$ cat config.mk
export PLATFORM = sky130hd
export DESIGN_NAME = gcc_ram
export DESIGN_NICKNAME = d
export VERILOG_FILES = /design/src/hdl/grid_component_crystal_count_defines.svh /design/src/hdl/gcc_ram.sv
export SDC_FILE = /design/constraint.sdc
export NUM_CORES = 1
export LEC_CHECK = 0
export ABC_CLOCK_PERIOD_IN_PS = 1690
export BUFFER_PORTS_ARGS = -buffer_cell sky130_fd_sc_hd__buf_2
export CAP_MARGIN = 25
export CORE_ASPECT_RATIO = 1.5
export CORE_MARGIN = 2
export CORE_UTILIZATION = 54
export DETAILED_ROUTE_END_ITERATION = 12
export PLACE_DENSITY_LB_ADDON = 0.12
export REMOVE_ABC_BUFFERS = 1
export SYNTH_ARGS = -nofsm -noshare
export SYNTH_HDL_FRONTEND = slang
export SYNTH_SLANG_ARGS = --single-unit
$ cat constraint.sdc
create_clock -name clk -period 1.69 [get_ports clk]
set_input_delay 0.169 -clock clk [delete_from_list [all_inputs] [get_ports clk]]
set_output_delay 0.169 -clock clk [all_outputs]
set_load 0.005 [all_outputs]
$ cat src/hdl/grid_component_crystal_count_defines.svh
// Assertion macros for the grid component crystal counter.
`ifndef GRID_COMPONENT_CRYSTAL_COUNT_DEFINES_SVH
`define GRID_COMPONENT_CRYSTAL_COUNT_DEFINES_SVH
`ifndef SYNTHESIS
`define GCC_ASSERT_IMPL(label, clk, rst_n, ante, cons) \
  label: assert property (@(posedge clk) disable iff (!rst_n) (ante) |-> (cons)) \
    else $error("assertion failed");
`define GCC_ASSERT_NEXT(label, clk, rst_n, ante, cons) \
  label: assert property (@(posedge clk) disable iff (!rst_n) (ante) |=> (cons)) \
    else $error("assertion failed");
`else
`define GCC_ASSERT_IMPL(label, clk, rst_n, ante, cons)
`define GCC_ASSERT_NEXT(label, clk, rst_n, ante, cons)
`endif
`endif

$ cat src/hdl/gcc_ram.sv
// Generic single-port RAM with registered read.
module gcc_ram #(
  parameter int unsigned Width = 8,
  parameter int unsigned Depth = 16
) (
  input  logic                     clk,
  input  logic                     we,
  input  logic [$clog2(Depth)-1:0] addr,
  input  logic [Width-1:0]         wdata,
  output logic [Width-1:0]         rdata
);
  logic [Width-1:0] mem [Depth];
  always_ff @(posedge clk) begin
    if (we) begin
      mem[addr] <= wdata;
    end
    rdata <= mem[addr];
  end
endmodule

## Word level (Yosys, flattened, before mapping)

Memory sizes are Yosys's and may differ from the RTL's. A register that Yosys moved wholly into a read port is not among the register bits.
Index checks and enable logic that the tools add are counted.
Widths: inputs -> output; s select.

| cells by class | value |
|---|---|
| bitwise gates (word level) | 0 |
| reduce and logical (&&, ||, !) cells | 0 |
| divide/modulo/power cells | 0 |
| order comparisons | 0 |
| $add $sub $neg | 0 |
| $mul | 0 |
| multiplexer cells | 2 |
| shift operators | 0 |
| equality and inequality tests | 0 |

Operators by type and width:

| operator | count |
|---|---|
| $mux 1 | 2 |

| storage, ports and cells | value |
|---|---|
| register bits | 0 |
| bits in writable memories | 128 |
| bits in latches | 0 |
| ROM bits | 0 |
| memories kept | 1 |

Memories:

| memory | words | width | rd ports | clocked after memory_dff | wr ports | line | source |
|---|---|---|---|---|---|---|---|
| mem | 16 | 8 | 1 | 1 | 1 | gcc_ram.sv:12 | `logic [Width-1:0] mem [Depth];` |

## Longest topological paths before layout

| logic depth | value |
|---|---|
| depth in word-level cells | 2 |
| gate-level depth with buffers | 5 |
| depth with buffers taken out | 3 |

## Worst setup path after synthesis

No wires, ideal clock.

| path | value |
|---|---|
| path kind | input to register |
| from | input addr[2] |
| to | memory mem[0][0] (enable) |
| data arrival time | 1.279 ns |
| path buffers | 0 |
| path slack | 0.028 ns |
| data required time | 1.307 ns |
| stages | 2 |
| cells stage by stage | or3b_2 > nor3_1 |

RTL lines:

| element | line | source |
|---|---|---|
| start, declared | gcc_ram.sv:8 | `input logic [$clog2(Depth)-1:0] addr,` |
| end, declared | gcc_ram.sv:12 |  |

No word-level cell before the write port.

==> impl_results.md <==
- Status: finished clean
- Ant diodes: 0
- Max-slew violations: 0
- Critical Path End Type: register
- DRT Pass-1 Iters: 4
- Peak supply drop: 0.000860 V
- Crit path max-delay cell type: mux4_2
- Layout cells sized above 1: 37.1%
- Synth Instances: 230
- Worst Max-Slew Pin Slew: 0.444 ns
- Core area: 9200 um^2
- Design area: 6120 um^2
- Worst Slack Setup Final: 0.214 ns
- Initial Util: 55.1%
- Slew HR: 70.4%
- Drt via density: 5.85
- Final Hold Fails: 0
- HP Class: in2reg
- #FFs+latches synth: 136
- Utilization after layout: 66.5%
- Final setup vio count: 0
- GRT Total Usage: 21.5%
- Die height: 123 um
- Critical path arrival: 1.76 ns
- Clk slew on worst S/H paths: 0.05 ns
- DRC errors left: 0
- Setup TNS: 0 ns
- First-pass GRT wire length: 15200 um
- CTS Buf Count: 17
- DP Worst Slack: -0.0299 ns
- Unrepaired setup endpoints after global routing: no
- Pwr dens: 1300 nW/um^2
- Logic pwr share: 4.5%
- Most common cell after layout, fill and taps aside: edfxtp_1
- Sequential share of power: 47.6%
- Setup Skew: 0.0113 ns
- Vias in the first global route: 2582
- Int Power: 6.47 mW
- Sw frac: 18.8%
- CTS tree: done
- Root Driver: clkbuf_16
- NetSw: 1.50 mW
- Die span in x: 83.1 um
- RD Place Congestion: 0.711
- Worst hold stages: 1
- Max clock buf depth: 2
- Cell Area, Synth: 5070 um^2
- Min Tclk post-route: 1.48 ns
- Placed instance area: 5500 um^2
- Vias: 2423
- Crit path cell chain: mux4_2 > a22oi_1 > nand2_1
- Lkg Pwr: 2.09 nW
- Port-buffer cells: 21
- Crit path max fanout: 1
- Seq/Total Area, Yosys: 79.0%
- Cells on worst reg2reg path: 3
- Initial antenna violation count: 0
- Hold buffers post-CTS: 0
- Syn avg cell area: 22.0 um^2
- Post-CTS Setup Bufs: 0
- Max incr delay on CP: 0.48 ns
- Synth warn: 0
- Nets@finish: 303
- Cts repair resizes: 0
- GRT overflow: 0
- Yosys cell types: 18
- Clk pwr share: 47.8%
- Fin crit share: 87.3%
- DP HPWL: 6100 um
- Max cap viols: 0
- DRT Wirelength: 9840 um
- Routed wire per std cell: 23.8 um
- Max Freq: 678 MHz
- Clk sinks: 136
- Row count: 43
- Pwr Total: 7.97 mW
- Crit Path Category: reg2reg
- CP startpoint kind: register
- # IOs: 22
- CTS H-Tree Depth: 4
- Final ANT Viol Nets: 0
- Data required, critical path: 1.98 ns
- Clock latency on the worst-skew pair: 0.42 ns
- Commonest cells after routing, fill and taps aside: 128 x edfxtp_1, 32 x mux4_2, 28 x buf_4
- Detailed Route Iter0 Violations: 186
- Layout area overhead: 20.7%
- Die Area: 10200 um^2
- Largest net degree at the start of global routing: 40
==> path summary, 6_finish.rpt <==
check                       from  slack (ns)                   end
max reg2reg  mem[3][5]$_DFFE_PP_        0.21      rdata[5]$_DFF_P_
max          mem[3][5]$_DFFE_PP_        0.21      rdata[5]$_DFF_P_
min                     wdata[6]        0.14  mem[14][6]$_DFFE_PP_
min reg2reg  mem[4][1]$_DFFE_PP_        0.68      rdata[1]$_DFF_P_
==> layout make-up <==
cell class              instances  area, um^2
multi-input cells              83        1000
flip-flops and latches        136        4000
clock inverters                 9         148
fillers                       599        3080
well taps                     112         140
clock buffers                  23         468
repair buffers                 51         355
==> logic make-up after synthesis <==
| logic type | after synthesis | synth area share (%) |
|---|---|---|
| compound gates | 16 | 2.37 |
| buf+inv | 11 | 1.19 |
| flops | 136 | 79.0 |
| mux | 32 | 14.2 |
| simple gates | 35 | 3.21 |
==> power groups by stage <==
| stage | registers (mW) | clock network (mW) | logic (mW) |
|---|---|---|---|
| after floorplan | 3.86 | 0 | 0.155 |
| after global placement | 3.86 | 0 | 0.359 |
| after detailed placement | 3.87 | 0 | 0.365 |
| after CTS | 3.80 | 3.86 | 0.369 |
| after global routing | 3.80 | 4.00 | 0.393 |
| final | 3.80 | 3.81 | 0.361 |
==> cell usage after synthesis <==
cell        n  area, um^2
nor3_1      4        20.0
clkbuf_1    2        7.51
nor2b_1     2        12.5
nor2_1     13        48.8
and2_1      1        6.26
or3b_2      1        8.76
nand3_1     1        5.00
edfxtp_1  128        3840
dfxtp_1     8         160
nand2b_1    2        12.5
clkbuf_2    1        5.00
nand2_1     9        33.8
nand3b_1    2        15.0
buf_2       2        10.0
buf_6       2        22.5
a22oi_1    16         120
mux4_2     32         721
buf_1       4        15.0
==> routing by layer <==
metal	up-vias	wire length [um]	share of wire [%]	GRT usage, %
met4	0	136	1.4	7.07
met3	13	534	5.4	6.46
met5	-	0	0	0
met1	1247	3680	37	25.9
li1	1078	-	-	-
met2	85	5490	56	37.4
==> state kept, by name, summed over array words and instances, names as in the netlist <==
register	count
mem	128
rdata	8
==> per-stage QoR <==
stage          instances  hold slack (ns)
5_1_grt              414            0.146
2_1_floorplan        219            0.268
6_report             414            0.140
3_3_place_gp         382            0.548
3_5_place_dp         382            0.549
4_1_cts              414            0.142
==> worst max-delay path, delay by kind of cell, from the launching register on <==
kind | cells | cell delay (ns)
multiplexers | 1 | 0.48
AO/OA/AOI/OAI | 1 | 0.42
flip-flops | 1 | 0.35
AND/OR/NAND/NOR | 1 | 0.10
Note: power is estimated with default switching activity, not from simulation.
